==> src/design/config_text_tokenizer_assert.svh <==
// Assertion macros for the tokenizer modules; only cfg_tok_back uses them.
// Needs only a clock and an active-low reset in the scope of each use.
`ifndef CONFIG_TEXT_TOKENIZER_ASSERT_SVH
`define CONFIG_TEXT_TOKENIZER_ASSERT_SVH

// Same-cycle implication, disabled while reset is held.
`define TOK_ASSERT_IMPL(label, clk, rst_n, ante, cons) \
  label: assert property (@(posedge clk) disable iff (!(rst_n)) (ante) |-> (cons)) \
    else $error("tokenizer assertion failed");

// Next-cycle implication, disabled while reset is held.
`define TOK_ASSERT_NEXT(label, clk, rst_n, ante, cons) \
  label: assert property (@(posedge clk) disable iff (!(rst_n)) (ante) |=> (cons)) \
    else $error("tokenizer assertion failed");

`endif

==> src/design/cfg_tok_pkg.sv <==
// Package for the configuration text tokenizer: character codes, classifiers,
// the queue entry type and queue status. No dependencies.
`timescale 1ns / 1ps

package cfg_tok_pkg;

  localparam int LINE_BITS_DEF = 32;
  localparam int LINE_NUM_W    = 32;
  localparam int Q_DEPTH       = 4;   // must be a power of two
  localparam int Q_AW          = $clog2(Q_DEPTH);
  localparam int Q_CW          = $clog2(Q_DEPTH + 1);

  localparam logic [7:0] CH_SPACE  = 8'h20;
  localparam logic [7:0] CH_NL     = 8'h0A;
  localparam logic [7:0] CH_TAB    = 8'h09;
  localparam logic [7:0] CH_DQUOTE = 8'h22;
  localparam logic [7:0] CH_SQUOTE = 8'h27;
  localparam logic [7:0] CH_HASH   = 8'h23;
  localparam logic [7:0] CH_SEMI   = 8'h3B;
  localparam logic [7:0] CH_PLUS   = 8'h2B;
  localparam logic [7:0] CH_MINUS  = 8'h2D;
  localparam logic [7:0] CH_EQUAL  = 8'h3D;
  localparam logic [7:0] CH_LBRACE = 8'h7B;
  localparam logic [7:0] CH_RBRACE = 8'h7D;
  localparam logic [7:0] CH_LBRACK = 8'h5B;
  localparam logic [7:0] CH_RBRACK = 8'h5D;

  // One queue entry holds every result of one input word. A pair entry means
  // a bare token end followed by the special byte as a one-byte token.
  typedef struct packed {
    logic [LINE_NUM_W-1:0] line;
    logic [7:0]            tbyte;
    logic                  has_byte;
    logic                  token_end;
    logic                  quote_err;
    logic                  pair;
  } cfg_tok_entry_t;

  typedef struct packed {
    logic empty;
    logic full;
  } cfg_tok_qstat_t;

  function automatic logic is_white(input logic [7:0] c);
    return (c == CH_SPACE) || (c == CH_NL) || (c == CH_TAB);
  endfunction

  function automatic logic is_quote(input logic [7:0] c);
    return (c == CH_DQUOTE) || (c == CH_SQUOTE);
  endfunction

  function automatic logic is_comment(input logic [7:0] c);
    return (c == CH_HASH) || (c == CH_SEMI);
  endfunction

  function automatic logic is_special(input logic [7:0] c);
    return (c == CH_PLUS) || (c == CH_MINUS) || (c == CH_EQUAL) ||
           (c == CH_LBRACE) || (c == CH_RBRACE) ||
           (c == CH_LBRACK) || (c == CH_RBRACK);
  endfunction

endpackage

==> src/design/config_text_tokenizer.sv <==
// Configuration text tokenizer. An accepted word passes through the queue into the
// output register. Throughput: one input word per cycle while the queue has room and
// one result word per cycle while the output is not stalled; a word with two results
// holds the output for both, which the four-entry queue hides only in short bursts.
// Reset (synchronous, active low) clears the lexer flags, sets the line count to one
// and empties the queue and the output register; nothing else needs clearing.
`timescale 1ns / 1ps

module config_text_tokenizer #(
  parameter int LINE_BITS = cfg_tok_pkg::LINE_BITS_DEF
) (
  input  logic                               clk,
  input  logic                               rst_n,
  input  logic                               in_valid,
  output logic                               in_stall,
  input  logic [7:0]                         in_text_byte,
  input  logic                               in_end_of_input,
  output logic                               out_valid,
  input  logic                               out_stall,
  output logic [7:0]                         out_token_byte,
  output logic                               out_has_byte,
  output logic                               out_token_end,
  output logic [cfg_tok_pkg::LINE_NUM_W-1:0] out_line_number,
  output logic                               out_quote_error,
  output logic                               out_last_of_run
);
  import cfg_tok_pkg::*;

  // The front classifies every accepted word in the cycle it arrives and
  // updates the token, comment and quote flags and the saturating line
  // counter. Every word that yields results becomes one queue entry, so the
  // front stalls only when the queue is full.
  cfg_tok_entry_t push_entry;
  cfg_tok_entry_t head;
  cfg_tok_qstat_t q_stat;
  logic           push;
  logic           pop;

  cfg_tok_front #(
    .LINE_BITS(LINE_BITS)
  ) u_front (
    .clk            (clk),
    .rst_n          (rst_n),
    .in_valid       (in_valid),
    .in_stall       (in_stall),
    .in_text_byte   (in_text_byte),
    .in_end_of_input(in_end_of_input),
    .q_stat         (q_stat),
    .push           (push),
    .push_entry     (push_entry)
  );

  // The queue decouples the two sides so that a stalled output does not
  // immediately stall the input.
  cfg_tok_queue u_queue (
    .clk       (clk),
    .rst_n     (rst_n),
    .push      (push),
    .push_entry(push_entry),
    .pop       (pop),
    .head      (head),
    .q_stat    (q_stat)
  );

  // The back end splits a pair entry into a token end and a one-byte token
  // and flags the final result word of each input word.
  cfg_tok_back u_back (
    .clk            (clk),
    .rst_n          (rst_n),
    .head           (head),
    .q_stat         (q_stat),
    .pop            (pop),
    .out_valid      (out_valid),
    .out_stall      (out_stall),
    .out_token_byte (out_token_byte),
    .out_has_byte   (out_has_byte),
    .out_token_end  (out_token_end),
    .out_line_number(out_line_number),
    .out_quote_error(out_quote_error),
    .out_last_of_run(out_last_of_run)
  );

endmodule

==> src/design/cfg_tok_front.sv <==
// Front end of the tokenizer: accepts input words, classifies each byte,
// keeps the lexer flags and line counter, and builds queue entries. Uses cfg_tok_pkg.
`timescale 1ns / 1ps

module cfg_tok_front #(
  parameter int LINE_BITS = cfg_tok_pkg::LINE_BITS_DEF
) (
  input  logic                        clk,
  input  logic                        rst_n,
  input  logic                        in_valid,
  output logic                        in_stall,
  input  logic [7:0]                  in_text_byte,
  input  logic                        in_end_of_input,
  input  cfg_tok_pkg::cfg_tok_qstat_t q_stat,
  output logic                        push,
  output cfg_tok_pkg::cfg_tok_entry_t push_entry
);
  import cfg_tok_pkg::*;

  logic                 tok_r, tok_nxt;
  logic                 cmt_r, cmt_nxt;
  logic                 quo_r, quo_nxt;
  logic                 sgl_r, sgl_nxt;
  logic [LINE_BITS-1:0] line_r, line_nxt;
  logic                 accept;
  logic                 has_res;
  logic                 sep;
  logic [7:0]           c;
  logic [7:0]           qch;

  assign in_stall = q_stat.full;
  assign accept   = in_valid && !in_stall;
  assign push     = accept && has_res;
  assign c        = in_text_byte;

  always_comb begin
    tok_nxt    = tok_r;
    cmt_nxt    = cmt_r;
    quo_nxt    = quo_r;
    sgl_nxt    = sgl_r;
    line_nxt   = line_r;
    has_res    = 1'b0;
    push_entry = '0;
    sep        = is_white(c) || is_quote(c) || is_comment(c) || is_special(c);
    qch        = sgl_r ? CH_SQUOTE : CH_DQUOTE;

    if (!in_end_of_input && (c == CH_NL) && (line_r != {LINE_BITS{1'b1}})) begin
      line_nxt = line_r + LINE_BITS'(1);
    end
    push_entry.line = LINE_NUM_W'(line_nxt);

    if (in_end_of_input) begin
      if (quo_r) begin
        has_res              = 1'b1;
        push_entry.quote_err = 1'b1;
      end else if (tok_r) begin
        has_res              = 1'b1;
        push_entry.token_end = 1'b1;
      end
      tok_nxt = 1'b0;
      cmt_nxt = 1'b0;
      quo_nxt = 1'b0;
      sgl_nxt = 1'b0;
    end else if (quo_r) begin
      has_res = 1'b1;
      if (c == qch) begin
        push_entry.token_end = 1'b1;
        quo_nxt              = 1'b0;
        sgl_nxt              = 1'b0;
        tok_nxt              = 1'b0;
      end else begin
        push_entry.tbyte    = c;
        push_entry.has_byte = 1'b1;
      end
    end else if (cmt_r) begin
      if (c == CH_NL) begin
        cmt_nxt = 1'b0;
      end
    end else begin
      // A separator closes an open unquoted token before it is handled itself.
      if (sep && tok_r) begin
        has_res              = 1'b1;
        push_entry.token_end = 1'b1;
        tok_nxt              = 1'b0;
      end
      if (is_comment(c)) begin
        cmt_nxt = 1'b1;
      end else if (is_quote(c)) begin
        tok_nxt = 1'b1;
        quo_nxt = 1'b1;
        sgl_nxt = (c == CH_SQUOTE);
      end else if (is_special(c)) begin
        push_entry.pair      = tok_r;
        push_entry.tbyte     = c;
        push_entry.has_byte  = 1'b1;
        push_entry.token_end = 1'b1;
        has_res              = 1'b1;
      end else if (!is_white(c)) begin
        tok_nxt             = 1'b1;
        push_entry.tbyte    = c;
        push_entry.has_byte = 1'b1;
        has_res             = 1'b1;
      end
    end
  end

  always_ff @(posedge clk) begin
    if (!rst_n) begin
      tok_r  <= 1'b0;
      cmt_r  <= 1'b0;
      quo_r  <= 1'b0;
      sgl_r  <= 1'b0;
      line_r <= LINE_BITS'(1);
    end else if (accept) begin
      tok_r  <= tok_nxt;
      cmt_r  <= cmt_nxt;
      quo_r  <= quo_nxt;
      sgl_r  <= sgl_nxt;
      line_r <= line_nxt;
    end
  end

endmodule

==> src/design/cfg_tok_queue.sv <==
// Short first-in first-out queue of result entries between front and back.
// Uses cfg_tok_pkg for the entry type, depth and status struct.
`timescale 1ns / 1ps

module cfg_tok_queue (
  input  logic                        clk,
  input  logic                        rst_n,
  input  logic                        push,
  input  cfg_tok_pkg::cfg_tok_entry_t push_entry,
  input  logic                        pop,
  output cfg_tok_pkg::cfg_tok_entry_t head,
  output cfg_tok_pkg::cfg_tok_qstat_t q_stat
);
  import cfg_tok_pkg::*;

  cfg_tok_entry_t  slot_r [Q_DEPTH];
  logic [Q_AW-1:0] wr_ptr_r, rd_ptr_r;
  logic [Q_CW-1:0] cnt_r, cnt_nxt;
  logic            do_push, do_pop;

  assign q_stat.empty = (cnt_r == '0);
  assign q_stat.full  = (cnt_r == Q_CW'(Q_DEPTH));
  assign do_push      = push && !q_stat.full;
  assign do_pop       = pop && !q_stat.empty;
  assign head         = slot_r[rd_ptr_r];

  always_comb begin
    cnt_nxt = cnt_r;
    if (do_push && !do_pop) begin
      cnt_nxt = cnt_r + Q_CW'(1);
    end else if (do_pop && !do_push) begin
      cnt_nxt = cnt_r - Q_CW'(1);
    end
  end

  always_ff @(posedge clk) begin
    if (do_push) begin
      slot_r[wr_ptr_r] <= push_entry;
    end
  end

  // Pointers wrap on their own since the depth is a power of two.
  always_ff @(posedge clk) begin
    if (!rst_n) begin
      wr_ptr_r <= '0;
      rd_ptr_r <= '0;
      cnt_r    <= '0;
    end else begin
      if (do_push) begin
        wr_ptr_r <= wr_ptr_r + Q_AW'(1);
      end
      if (do_pop) begin
        rd_ptr_r <= rd_ptr_r + Q_AW'(1);
      end
      cnt_r <= cnt_nxt;
    end
  end

endmodule

==> src/design/cfg_tok_back.sv <==
// Back end of the tokenizer: takes queue entries and presents one result word per
// cycle unless stalled, in an output register. Uses cfg_tok_pkg and the assert header.
`timescale 1ns / 1ps
`include "config_text_tokenizer_assert.svh"

module cfg_tok_back (
  input  logic                        clk,
  input  logic                        rst_n,
  input  cfg_tok_pkg::cfg_tok_entry_t head,
  input  cfg_tok_pkg::cfg_tok_qstat_t q_stat,
  output logic                        pop,
  output logic                        out_valid,
  input  logic                        out_stall,
  output logic [7:0]                  out_token_byte,
  output logic                        out_has_byte,
  output logic                        out_token_end,
  output logic [cfg_tok_pkg::LINE_NUM_W-1:0] out_line_number,
  output logic                        out_quote_error,
  output logic                        out_last_of_run
);
  import cfg_tok_pkg::*;

  logic                  valid_r, valid_nxt;
  logic                  phase_r, phase_nxt;
  logic [7:0]            byte_r, byte_nxt;
  logic                  has_r, has_nxt;
  logic                  end_r, end_nxt;
  logic [LINE_NUM_W-1:0] line_r, line_nxt;
  logic                  err_r, err_nxt;
  logic                  last_r, last_nxt;
  logic                  load;

  assign load = !valid_r || !out_stall;

  always_comb begin
    valid_nxt = valid_r;
    phase_nxt = phase_r;
    byte_nxt  = byte_r;
    has_nxt   = has_r;
    end_nxt   = end_r;
    line_nxt  = line_r;
    err_nxt   = err_r;
    last_nxt  = last_r;
    pop       = 1'b0;
    if (load) begin
      valid_nxt = !q_stat.empty;
      line_nxt  = head.line;
      err_nxt   = head.quote_err;
      if (head.pair && !phase_r) begin
        // First half of a pair: the bare end of the token before the byte.
        byte_nxt  = 8'h00;
        has_nxt   = 1'b0;
        end_nxt   = 1'b1;
        last_nxt  = 1'b0;
        phase_nxt = !q_stat.empty;
      end else begin
        byte_nxt  = head.tbyte;
        has_nxt   = head.has_byte;
        end_nxt   = head.token_end;
        last_nxt  = 1'b1;
        phase_nxt = 1'b0;
        pop       = !q_stat.empty;
      end
    end
  end

  always_ff @(posedge clk) begin
    if (!rst_n) begin
      valid_r <= 1'b0;
      phase_r <= 1'b0;
    end else begin
      valid_r <= valid_nxt;
      phase_r <= phase_nxt;
    end
  end

  always_ff @(posedge clk) begin
    byte_r <= byte_nxt;
    has_r  <= has_nxt;
    end_r  <= end_nxt;
    line_r <= line_nxt;
    err_r  <= err_nxt;
    last_r <= last_nxt;
  end

  assign out_valid       = valid_r;
  assign out_token_byte  = byte_r;
  assign out_has_byte    = has_r;
  assign out_token_end   = end_r;
  assign out_line_number = line_r;
  assign out_quote_error = err_r;
  assign out_last_of_run = last_r;

  `TOK_ASSERT_IMPL(a_pair_head_kept, clk, rst_n, phase_r, !q_stat.empty && head.pair)
  `TOK_ASSERT_IMPL(a_not_last_is_pair, clk, rst_n, valid_r && !last_r,
                   phase_r && end_r && !has_r && !err_r)
  `TOK_ASSERT_IMPL(a_err_alone, clk, rst_n, valid_r && err_r, !has_r && !end_r && last_r)
  `TOK_ASSERT_NEXT(a_pair_second, clk, rst_n, valid_r && !last_r && !out_stall,
                   valid_r && last_r && has_r && end_r)

endmodule

==> config.mk <==
export PLATFORM = sky130hd
export DESIGN_NAME = config_text_tokenizer
export DESIGN_NICKNAME = d
export VERILOG_FILES = /design/src/design/cfg_tok_pkg.sv /design/src/design/config_text_tokenizer.sv /design/src/design/cfg_tok_front.sv /design/src/design/cfg_tok_queue.sv /design/src/design/cfg_tok_back.sv
export VERILOG_INCLUDE_DIRS = /design/src /design/src/design
export SDC_FILE = /design/constraint.sdc
export NUM_CORES = 1
export LEC_CHECK = 0
export ABC_AREA = 1
export BUFFER_PORTS_ARGS = -buffer_cell sky130_fd_sc_hd__buf_2
export CORE_MARGIN = 1
export CORE_UTILIZATION = 45
export CTS_CLUSTER_DIAMETER = 30
export DETAILED_ROUTE_END_ITERATION = 10
export PLACE_DENSITY = 0.7
export RECOVER_POWER = 25
export SLEW_MARGIN = 20
export SYNTH_ARGS = -nofsm -noshare
export SYNTH_HDL_FRONTEND = slang
export SYNTH_HIERARCHICAL = 1
export SYNTH_SLANG_ARGS = --single-unit
==> constraint.sdc <==
create_clock -name clk -period 3.9 [get_ports clk]
set_clock_uncertainty 0.05 [all_clocks]
set_input_delay 0.195 -clock clk [delete_from_list [all_inputs] [get_ports clk]]
set_output_delay 0.195 -clock clk [all_outputs]
set_load 0.02 [all_outputs]
==> impl_results.md, run 1 <==
- Fin nets: approximately 1300
- Die W: 165 µm
- Final hold vios: 0
- Initial antenna violation count: 0
- Clk sinks: about 270
- First-pass DRT Iterations: 5
- Mapped Nets: 1211
- I/O pin cnt: 59
- Drt wl/cell: 15.8 µm
- Mean Syn Cell Area: 10.0 µm²
- Hold Crit Class: primary input to register
- Fin crit period: 2.96 ns
- Complex-gate fraction of the synthesized area: 8.61%
- Startpoint types: register
- Dpl hpwl: 15.8 mm
- Switching Fraction: 30.7%
- Worst Setup Path Type: register to register
- Synthesis-to-layout area growth: 17.2%
- Peak supply drop: 0.000428 V
- Sequential share of power: between 30% and 40%
- Required @ worst endpoint: 4.26 ns
- Rel. slew slack: -70.7%
- Pin count of the biggest net entering global routing: 75
- DRC: 0
- XOR/XNOR share of the synthesized area: 1.17%
- Hold Path Cell Cnt: 6
- Clock tree from TritonCTS: yes
- Row cnt: 59
- Hold_sp: out_stall
- Clk Latency, worst-skew pair: 0.52 ns
- # diodes: 0
- Worst-Margin Slew: 2.56 ns
- Core footprint: 0.0261 mm²
- Clk buf depth: 3
- Synthesized instance count: 1191
- Power Density: 720 mW/mm²
- Simple-gate share of the synthesized area: 20.0%
- Final setup viols: 0
- Int Power: 6.98 mW
- Routed Wire Length: 25.8 mm
- Multiplexer share of the synthesized area: 0%
- TritonCTS Buffers: 42
- Total design power: 10.1 mW
- Max Cap Viol: 1
- Die area: 0.0272 mm²
- Status: finished with violations
- DR vias/cell: between 5 and 6
- Share of cells above drive strength 1: between 10% and 20%
- Final Max Tran Viols: between 40 and 50
- Setup ws final: between 0.9 and 1 ns
- Ys Warns: 6
- Reg clk slew, reported paths: roughly 0.05 ns
- Synthesized-area fraction occupied by adder cells: 0.796%
- Seq cells post-synth: 267
- Post-Syn Area: about 0.012 mm²
- Hold Path End: u_back/phase_r
- Die height: 165 µm
- Starting Density: a little under half
- Unrepaired setup endpoints after global routing: no
- Share of power burned in the clock network: 40.0%
- Worst Setup End Kind: register
- Worst R2R Setup Slack: 0.94 ns
- Fraction of registers with async set/reset: 0%
- GP Congestion: 0.922
- Gate power share: 20.5%
- All-Layer GR Usage: 19.5%
- CTS Root Cell: clkbuf_16
- Dpl ws: 0.930 ns
- Final period util: ~76%
- TNS Setup: 0 ns
- Failing checks: max-capacitance violations, max-slew violations
- First-pass GRT wire length: 41.0 mm
- Initial DRC Count: ~860
- Worst Reg-to-Reg Cells: 15
- H-tree level count: 2
- Antenna-violating nets left: 0
- Setup bufs post-CTS: 0
- Leakage: 5.51 nW
- Largest family of logic cells by synthesized area: simple AND/OR/NAND/NOR gates
- Worst EP arrival: 3.31 ns
- Count of cell types in the netlist: 38
- Main synth FF type: edfxtp_1
- Seq/Total Area, Yosys: a little over three fifths
- Vias in the first global route: 8109
- I/O Buffers: 58
- Critical R2R Capture: u_queue/cnt_r[2]
- EDFF count, synth: 220
- F_max: 0.338 GHz
- Psw: 3.10 mW
- Total number of vias: 8394
- Crit Path Max Fanout: 30
- Grt total ovfl: 0
[cells by family (layout without fill, tap and decap cells)]
kind of cell / after synthesis / count (layout)
DFF: 267 / 267
and+or+nand+nor: 558 / 558
buffers and inverters: 162 / 264
adders and majority gates: 7 / 7
xor gates and xnor gates: 16 / 16
AOI/OAI and AO/OA: 181 / 181
[through the flow]
stage	utilization, %	cell area, µm²	cells	hold WS [ns]
2_1_floorplan	-	11900	1191	0.265
3_3_place_gp	47.9	12500	1549	0.438
4_1_cts	54.0	14100	1628	0.0435
5_1_grt	53.7	14000	1628	0.106
6_report	53.7	14000	1628	0.0873
3_5_place_dp	47.9	12500	1549	0.443
[sequential cells by signal (all words and copies together) (netlist names), named ones only]
signal                  count
u_back/out_last_of_run      1
u_front/cmt_r               1
u_queue/slot_r            176
u_back/out_line_number     32
u_back/out_token_byte       8
u_back/out_quote_error      1
u_front/line_r             32
u_back/out_has_byte         1
u_back/phase_r              1
u_front/sgl_r               1
u_back/out_valid            1
u_queue/rd_ptr_r            2
u_front/quo_r               1
u_queue/cnt_r               3
u_front/tok_r               1
u_queue/wr_ptr_r            2
u_back/out_token_end        1
[worst max-delay path, stage by stage, from the launching register on]
cell and delay, ns:
dfxtp_2 0.73, o21ai_0 0.21, o22ai_1 0.28, nand2_4 0.08
inv_2 0.26, nor2_2 0.11, nand2_1 0.13, ha_1 0.20
inv_1 0.08, fa_1 0.38, inv_1 0.06, nand2_1 0.04
nand3_1 0.08, nand2_1 0.05, nand2_1 0.06, nor2_1 0.04
[placed cells by master, fill, tap and decap left out, types with 34 or more instances in the layout]
cell type / instances
clkbuf_1: 49
clkbuf_16: 45
dfxtp_1: 46
edfxtp_1: 220
inv_1: 106
nand2_1: 237
nand3_1: 67
nor2_1: 185
o21ai_0: 87
o22ai_1: 34
[timing repair]
action	in CTS	in global routing
gates resized for setup	0	0
endpoints found under the hold margin	8	0
hold buffers	1	0
[routing by layer]
| layer | share of wire (%) | vias to the layer above | track usage (%) |
|---|---|---|---|
| met5 | 0 | - | 0 |
| met4 | 1.8 | 0 | 5.71 |
| met3 | 5.5 | 37 | 3.01 |
| met2 | 48 | 227 | 33.0 |
| met1 | 45 | 3965 | 25.8 |
| li1 | - | 4165 | - |
[synth_stat cells (2+ instances only)]
cell | n | area share (%)
clkbuf_2 | 3 | 0.13
clkbuf_1 | 8 | 0.25
nor2_2 | 20 | 1.0
nor2_4 | 3 | 0.28
nand3b_1 | 2 | 0.13
o22ai_2 | 10 | 1.0
xor2_1 | 16 | 1.2
ha_1 | 6 | 0.63
nor3_1 | 4 | 0.17
o21ai_1 | 15 | 0.63
buf_4 | 2 | 0.13
nand2_4 | 3 | 0.28
nand2_1 | 236 | 7.4
o22ai_1 | 34 | 1.8
inv_1 | 106 | 3.3
buf_2 | 22 | 0.92
nand4_1 | 6 | 0.31
edfxtp_1 | 220 | 55
dfxtp_1 | 47 | 7.9
o21ai_0 | 87 | 3.6
buf_6 | 9 | 0.85
a21oi_1 | 33 | 1.4
buf_8 | 2 | 0.25
inv_2 | 6 | 0.19
nor2_1 | 190 | 6.0
nand3_1 | 67 | 2.8
nand2_2 | 23 | 1.2
[worst max-delay path by stage]
stage / from / end / slack (ns) / cells past startpoint
floorplan: u_queue/cnt_r[0] / u_queue/slot_r[0][0] / 0.20 / 9
detailed placement: in_text_byte[1] / u_queue/cnt_r[2] / 0.93 / 21
global placement: in_text_byte[1] / u_queue/cnt_r[2] / 1.03 / 21
global route: register / u_queue/cnt_r[2] / 0.70 / 13
finish: register / u_queue/cnt_r[2] / 0.94 / 15
CTS: register / u_queue/cnt_r[2] / 0.94 / 15
[final cells by class]
class	count	area, µm²
clock buffer	46	1130
multi-input combinational	762	3680
fill	2196	12100
clock inverter	32	438
timing repair buffer	71	340
tap	335	419
sequential	267	7550
inverter	115	439
[power by group through the flow]
stage | Sequential [mW] | Clock, mW | Combinational, mW
floorplan | 4.28 | 0 | 1.28
global placement | 4.01 | 0 | 2.09
detailed placement | 4.02 | 0 | 2.13
CTS | 3.97 | 4.09 | 2.15
global route | 4.04 | 4.22 | 2.31
finish | 3.98 | 4.03 | 2.07
Power figures use the tool's default switching activity.
==> inputs of run 2 (changes only) <==
ABC_AREA = 0   (was 1)
clock period = 2.7 ns   (was 3.9 ns; I/O delays follow)
==> run 2 against run 1 <==
The run now ends clean; clock power is 46% higher; synthesized cell count is 38% lower; total power is 33% higher; combinational power is 4% higher; final cell count is 25% lower; non-clock buffer count is 37 higher; via count is 20% lower; sequential share of layout area is 0.91 points higher; largest cell class unchanged.
==> impl_results.md, run 2 <==
- First-pass DRT Iterations: 4 (-1)
- Status: completed
- Complex-gate fraction of the synthesized area: 4.02% (-4.6 points)
- Count of cell types in the netlist: 55 (+45%)
- Seq/Total Area, Yosys: 66.5% (+3.3 points)
- Dpl hpwl: 13.9 mm (-12%)
- Largest family of logic cells by synthesized area: simple AND/OR/NAND/NOR gates
- Grt total ovfl: 0 (unchanged)
- Worst R2R Setup Slack: 0.20 ns (-0.75 ns)
- Max Cap Viol: 0 (-1)
- Fraction of registers with async set/reset: 0% (unchanged)
- I/O pin cnt: 59 (unchanged)
- Leakage: 4.67 nW (-15%)
- Final hold vios: 0 (unchanged)
- Post-synth top area share: 58.2% (+2.9 points)
- GP Congestion: 0.896 (-2.8%)
- Setup ws final: 0.198 ns (-0.746 ns)
- Simple-gate share of the synthesized area: 12.6% (-7.4 points)
- Initial DRC Count: 419 (-51%)
- Startpoint types: register
- All-Layer GR Usage: 17.8% (-1.7 points)
- Fin util: 56.1% (+2.4 points)
- Peak supply drop: 0.000552 V (+29%)
- Unrepaired setup endpoints after global routing: no
- Crit path launch: u_front/line_r[16]
- Mapped Nets: 764 (-37%)
- Reg clk slew, reported paths: 0.06 ns (about the same)
- H-tree level count: 2 (unchanged)
- Final setup viols: 0 (unchanged)
- Dpl ws: -0.0538 ns (-0.983 ns)
- Worst Setup End Kind: register
- # diodes: 0 (unchanged)
- Multiplexer share of the synthesized area: 10.3% (+10 points)
- EDFF count, synth: 220 (unchanged)
- Worst Setup Path Type: register to register
- Clk sinks: 267 (unchanged)
- Routed Wire Length: 22.4 mm (-13%)
- Die area: 0.0259 mm² (-4.9%)
- Synth top area cells: edfxtp_1, dfxtp_1, mux4_2
- Post-Syn Area: 0.0113 mm² (-5.0%)
- Fin crit period: 2.50 ns (-0.454 ns)
- Most common cell after layout, fill and taps aside: edfxtp_1
- Synthesized-area fraction occupied by adder cells: 0.838% (+0.042 points)
- Pin count of the biggest net entering global routing: 44 (-41%)
- First-pass GRT wire length: 36.0 mm (-12%)
- Vias in the first global route: 6767 (-17%)
- Starting Density: 46.3% (+0.43 points)
- Clock tree from TritonCTS: yes
- Required @ worst endpoint: 2.97 ns (-1.29 ns)
- TritonCTS Buffers: 46 (+9.5%)
- Total number of vias: 6749 (-20%)
- Total design power: 13.4 mW (+33%)
- Synthesized instance count: 744 (-38%)
- XOR/XNOR share of the synthesized area: 2.86% (+1.7 points)
- Commonest cells in the netlist: edfxtp_1, nand2_1, dfxtp_1
- Power Density: 970 mW/mm² (+35%)
- Critical R2R Capture: u_queue/slot_r[1][34]
- Core footprint: 0.0245 mm² (-5.9%)
- Crit Path Max Fanout: 8 (-73%)
- Antenna-violating nets left: 0 (unchanged)
- Clk Latency, worst-skew pair: 0.52 ns (about the same)
- Final Max Tran Viols: 0 (-100%)
- Final period util: 92.6% (+17 points)
- Initial antenna violation count: 0 (unchanged)
- Most flops, register: u_queue/slot_r
- Hold Crit Class: primary input to register
- Seq cells post-synth: 267 (unchanged)
- Row cnt: 57 (-3.4%)
- CTS Root Cell: clkbuf_16
- DRC: 0 (unchanged)
- Synthesis-to-layout area growth: 21.3%
- Worst Setup EP: u_queue/slot_r[1][34]
- Fin nets: 875 (-32%)
- Ys Warns: 6 (unchanged)
- Most numerous cell in the Yosys netlist: edfxtp_1
- Max reg flops: 176 (unchanged)
- Mean Syn Cell Area: 15.3 µm² (+52%)
- DR vias/cell: 5.55 (+7.6%)
- Die height: 161 µm (-2.5%)
- Worst Reg-to-Reg Cells: 6 (-9)
- Worst-Margin Slew: 1.04 ns (-1.52 ns)
- Hold WS: 0.0530 ns (-0.0343 ns)
- F_max: 0.400 GHz (+18%)
- Worst r2r src: u_front/line_r[16]
- Rel. slew slack: 30.3% (+100 points)
- Most frequent cells in the layout: edfxtp_1, clkbuf_1, clkbuf_16, nand2_1, dfxtp_1
- Drt wl/cell: 18.4 µm (+16%)
- Die W: 161 µm (-2.5%)
- Clk buf depth: 3 (unchanged)
- Worst EP arrival: 2.77 ns (-0.54 ns)
- Share of cells above drive strength 1: 22.7% (+9.4 points)
- I/O Buffers: 58 (unchanged)
- Main synth FF type: edfxtp_1
- TNS Setup: 0 ns (unchanged)
- Cell taking the most area after synthesis: edfxtp_1
## run 2: critical path, cell delays in order (launching register included)
cell     delay (ns)
dfxtp_1        0.48
nand4_1        0.28
or4_4          0.51
nor4_1         0.39
buf_4          0.20
nand3_1        0.09
xnor2_1        0.29
## run 2: logic make-up after synthesis
logic type,count (synthesis)
flops,267
mux,60
simple gates,247
xor+xnor,37
buf+inv,57
fa+ha+maj,7
compound gates,69
## run 2: metal layers
| metal | up-vias | global-route usage [%] | routed length [µm] |
|---|---|---|---|
| met5 | - | 0 | 0 |
| met4 | 0 | 5.66 | 442 |
| met3 | 38 | 3.64 | 1260 |
| met2 | 186 | 29.7 | 11000 |
| met1 | 3374 | 23.5 | 9660 |
| li1 | 3151 | - | - |
## run 2: final cells by class
cell class,count,area (µm²)
Multi-Input combinational cell,420,3470
Tap cell,324,405
Inverter,12,45.0
Fill cell,1975,10800
Sequential cell,267,7550
Clock buffer,53,1250
Timing Repair Buffer,108,686
Clock inverter,33,357
## run 2: how the worst min path moves through the flow
stage | startpoint | end | cells past startpoint
4_1_cts | in_text_byte[7] | u_queue/slot_r[3][11] | 2
3_5_place_dp | u_front/sgl_r | u_front/sgl_r | 2
3_3_place_gp | u_front/line_r[19] | u_front/line_r[19] | 2
6_report | in_text_byte[7] | u_queue/slot_r[3][11] | 2
2_1_floorplan | rst_n | u_back/out_valid | 2
5_1_grt | in_text_byte[7] | u_queue/slot_r[3][11] | 2
## run 2: report_power, final
group          internal (mW)  switching [mW]
clock network           3.92            1.95
logic                  0.861            1.29
registers               5.17           0.170
## run 2: what timing repair did
| item | in CTS | in global routing |
|---|---|---|
| gates resized for setup | 0 | 2 |
| hold buffers | 1 | 0 |
| endpoints found under the setup margin | 0 | 5 |
| buffers inserted | 0 | 1 |
| hold endpoints to repair | 1 | 0 |
## run 2: stage by stage
step                area (µm²)  std cells
detailed placement       12200       1129
finish                   13800       1217
floorplan                11400        744
global route             13800       1217
global placement         12200       1129
CTS                      13900       1216
==> inputs of run 3 (changes only) <==
--- a/config.mk
+++ b/config.mk
@@ -16,2 +16,3 @@
 export RECOVER_POWER = 25
+export SKIP_LAST_GASP = 1
 export SLEW_MARGIN = 20
==> constraint.sdc (replaced) <==
create_clock -name clk -period 2.7 [get_ports clk]
set_clock_uncertainty 0.05 [all_clocks]
set_input_delay 0.81 -clock clk [delete_from_list [all_inputs] [get_ports clk]]
set_output_delay 0.81 -clock clk [all_outputs]
set_load 0.02 [all_outputs]
==> run 3 against run 2 <==
The run now ends with max-capacitance violations, max-slew violations left; sequential share of layout area down 2.7 points; hold slack better by 0.37 ns; sequential power about the same; utilization up 2.9 points; maximum frequency down 5.5%; cell area up 5.3%; die area unchanged; register-to-register slack about the same; global-route usage up 0.31 points; critical path depth up 1; count of clock-buffer cells in the layout unchanged; final cell count up 3.9%; critical path type is now primary input to register; highest routed layer unchanged.
==> impl_results.md, run 3 (synthesis gave the netlist of run 2 again) <==
- Max Cap Viol: 1 (+1)
- CTS Root Cell: clkbuf_16
- Cells after DPL: 1172 (+3.8%)
- Drt wl/cell: 18.2 µm (-1.3%)
- I/O pin cnt: 59 (unchanged)
- Share of cells above drive strength 1: 30.4% (+7.7 points)
- Worst-Margin Slew: 1.51 ns (+0.463 ns)
- DR vias/cell: 5.41 (-2.4%)
- Routed Wire Length: 22.9 mm (+2.5%)
- Die area: 0.0259 mm² (unchanged)
- Die W: 161 µm (unchanged)
- Reg clk slew, reported paths: 0.05 ns (about the same)
- Hold WS: 0.424 ns (+0.371 ns)
- Fin nets: 919 (+5.0%)
- Dpl ws: -0.562 ns (-0.508 ns)
- Leakage: 4.97 nW (+6.4%)
- DP Area: 0.0128 mm² (+4.6%)
- I/O Buffers: 58 (unchanged)
- Clk buf depth: 3 (unchanged)
- Startpoint types: primary input
- F_max: 0.378 GHz (-5.5%)
- Failing checks: max-capacitance violations, max-slew violations
- Peak supply drop: 0.000568 V (+2.9%)
- Final period util: 98.0% (+5.4 points)
- Power Density: 959 mW/mm² (-1.2%)
- CTS Hold Bufs: 0 (-1)
- Required @ worst endpoint: 3.11 ns (+0.14 ns)
- Max incr delay on CP: 0.57 ns (+0.06 ns)
- DRC: 0 (unchanged)
- Final Max Tran Viols: 27 (+27)
- Cell Chain, Critical Path: buf_2 -> buf_4 -> or4b_4 -> or4_4 -> a21o_4 -> or4_1 -> a21oi_1
- Initial antenna violation count: 0 (unchanged)
- Starting Density: 46.3% (unchanged)
- First-pass GRT wire length: 36.8 mm (+2.2%)
- Setup ws final: 0.0529 ns (-0.146 ns)
- GP Congestion: 0.855 (-4.5%)
- H-tree level count: 2 (unchanged)
- Synthesis-to-layout area growth: 27.7%
- Most flops, register: u_queue/slot_r
- Core footprint: 0.0245 mm² (unchanged)
- Clk Latency, worst-skew pair: 0.54 ns (+0.02 ns)
- Clock tree from TritonCTS: yes
- Crit-path slowest cell: or4_4
- Rel. slew slack: -0.429% (-31 points)
- Initial DRC Count: 450 (+7.4%)
- Design area: 0.0145 mm² (+5.3%)
- Die height: 161 µm (unchanged)
- Most common cell after layout, fill and taps aside: edfxtp_1
- Worst Setup End Kind: register
- Antenna-violating nets left: 0 (unchanged)
- All-Layer GR Usage: 18.1% (+0.31 points)
- Dpl hpwl: 14.6 mm (+4.9%)
- # fillers: 1906 (-3.5%)
- Worst EP arrival: 3.06 ns (+0.29 ns)
- Unrepaired setup endpoints after global routing: yes
- Max reg flops: 176 (unchanged)
- Final hold vios: 0 (unchanged)
- First-pass DRT Iterations: 5 (+1)
- Hold Crit Class: register to register
- Crit Path Max Fanout: 6 (-2)
- Finished Layout Cells: 1264 (+3.9%)
- Pin count of the biggest net entering global routing: 44 (unchanged)
- Clk sinks: 267 (unchanged)
- Row cnt: 57 (unchanged)
- Status: finished with violations
- Grt total ovfl: 0 (unchanged)
- Worst Setup Path Type: primary input to register
- Most frequent cells in the layout: edfxtp_1, buf_4, clkbuf_1
- # diodes: 0 (unchanged)
- TritonCTS Buffers: 49 (+6.5%)
- Fin crit period: 2.65 ns (+0.146 ns)
- Vias in the first global route: 6956 (+2.8%)
- Final setup viols: 0 (unchanged)
- Total number of vias: 6840 (+1.3%)
[run 3: area by class of cell]
class | count | area (µm²) | share of cell area [%]
tap | 324 | 405 | 2.80
clock inverter | 39 | 490 | 3.39
multi-input combinational | 420 | 3760 | 25.9
clock buffer | 53 | 1250 | 8.64
sequential | 267 | 7550 | 52.1
timing repair buffer | 149 | 991 | 6.84
inverter | 12 | 45.0 | 0.311
[run 3: stage by stage]
step	TNS [ns]	total power [mW]	utilization [%]
after CTS	0	14.2	59.3
after detailed placement	-108.48	7.76	52.2
final	0	13.9	59.1
after global routing	-0.0230	14.4	59.1
after global placement	-103.38	7.73	52.2
after floorplan	-59.13	7.13	-
[run 3: report_power, final]
group | internal (mW) | switching, mW | total, mW
Clock | 4.19 | 2.15 | 6.34
Combinational | 0.912 | 1.30 | 2.21
Sequential | 5.17 | 0.177 | 5.34
[run 3: what timing repair did]
| item | 4_1_cts | 5_1_grt |
|---|---|---|
| buffers inserted | 0 | 0 |
| pin swaps | 0 | 2 |
| resized for setup | 1 | 6 |
| endpoints found under the setup margin | 1 | 12 |
| hold endpoints to repair | 0 | 0 |
[run 3: worst max-delay path, delay by kind of cell]
| family | cells | cell delay, ns |
|---|---|---|
| AO/OA/AOI/OAI | 2 | 0.37 |
| AND/OR/NAND/NOR | 3 | 1.60 |
| buffers and inverters | 2 | 0.27 |
[run 3: worst paths after layout]
kind                startpoint                    end  slack (ns)  cells after the start
max            in_text_byte[5]     u_front/line_r[30]        0.05                      7
min              u_front/sgl_r          u_front/sgl_r        0.42                      2
max reg2reg  u_front/line_r[4]  u_queue/slot_r[1][27]        0.20                      7
min reg2reg      u_front/sgl_r          u_front/sgl_r        0.42                      2
[run 3: routing by layer]
| layer | up-vias | wire, µm | track usage, % |
|---|---|---|---|
| met1 | 3383 | 10200 | 24.1 |
| met3 | 39 | 1080 | 3.20 |
| met2 | 187 | 11200 | 30.3 |
| met5 | - | 0 | 0 |
| li1 | 3231 | - | - |
| met4 | 0 | 486 | 5.96 |
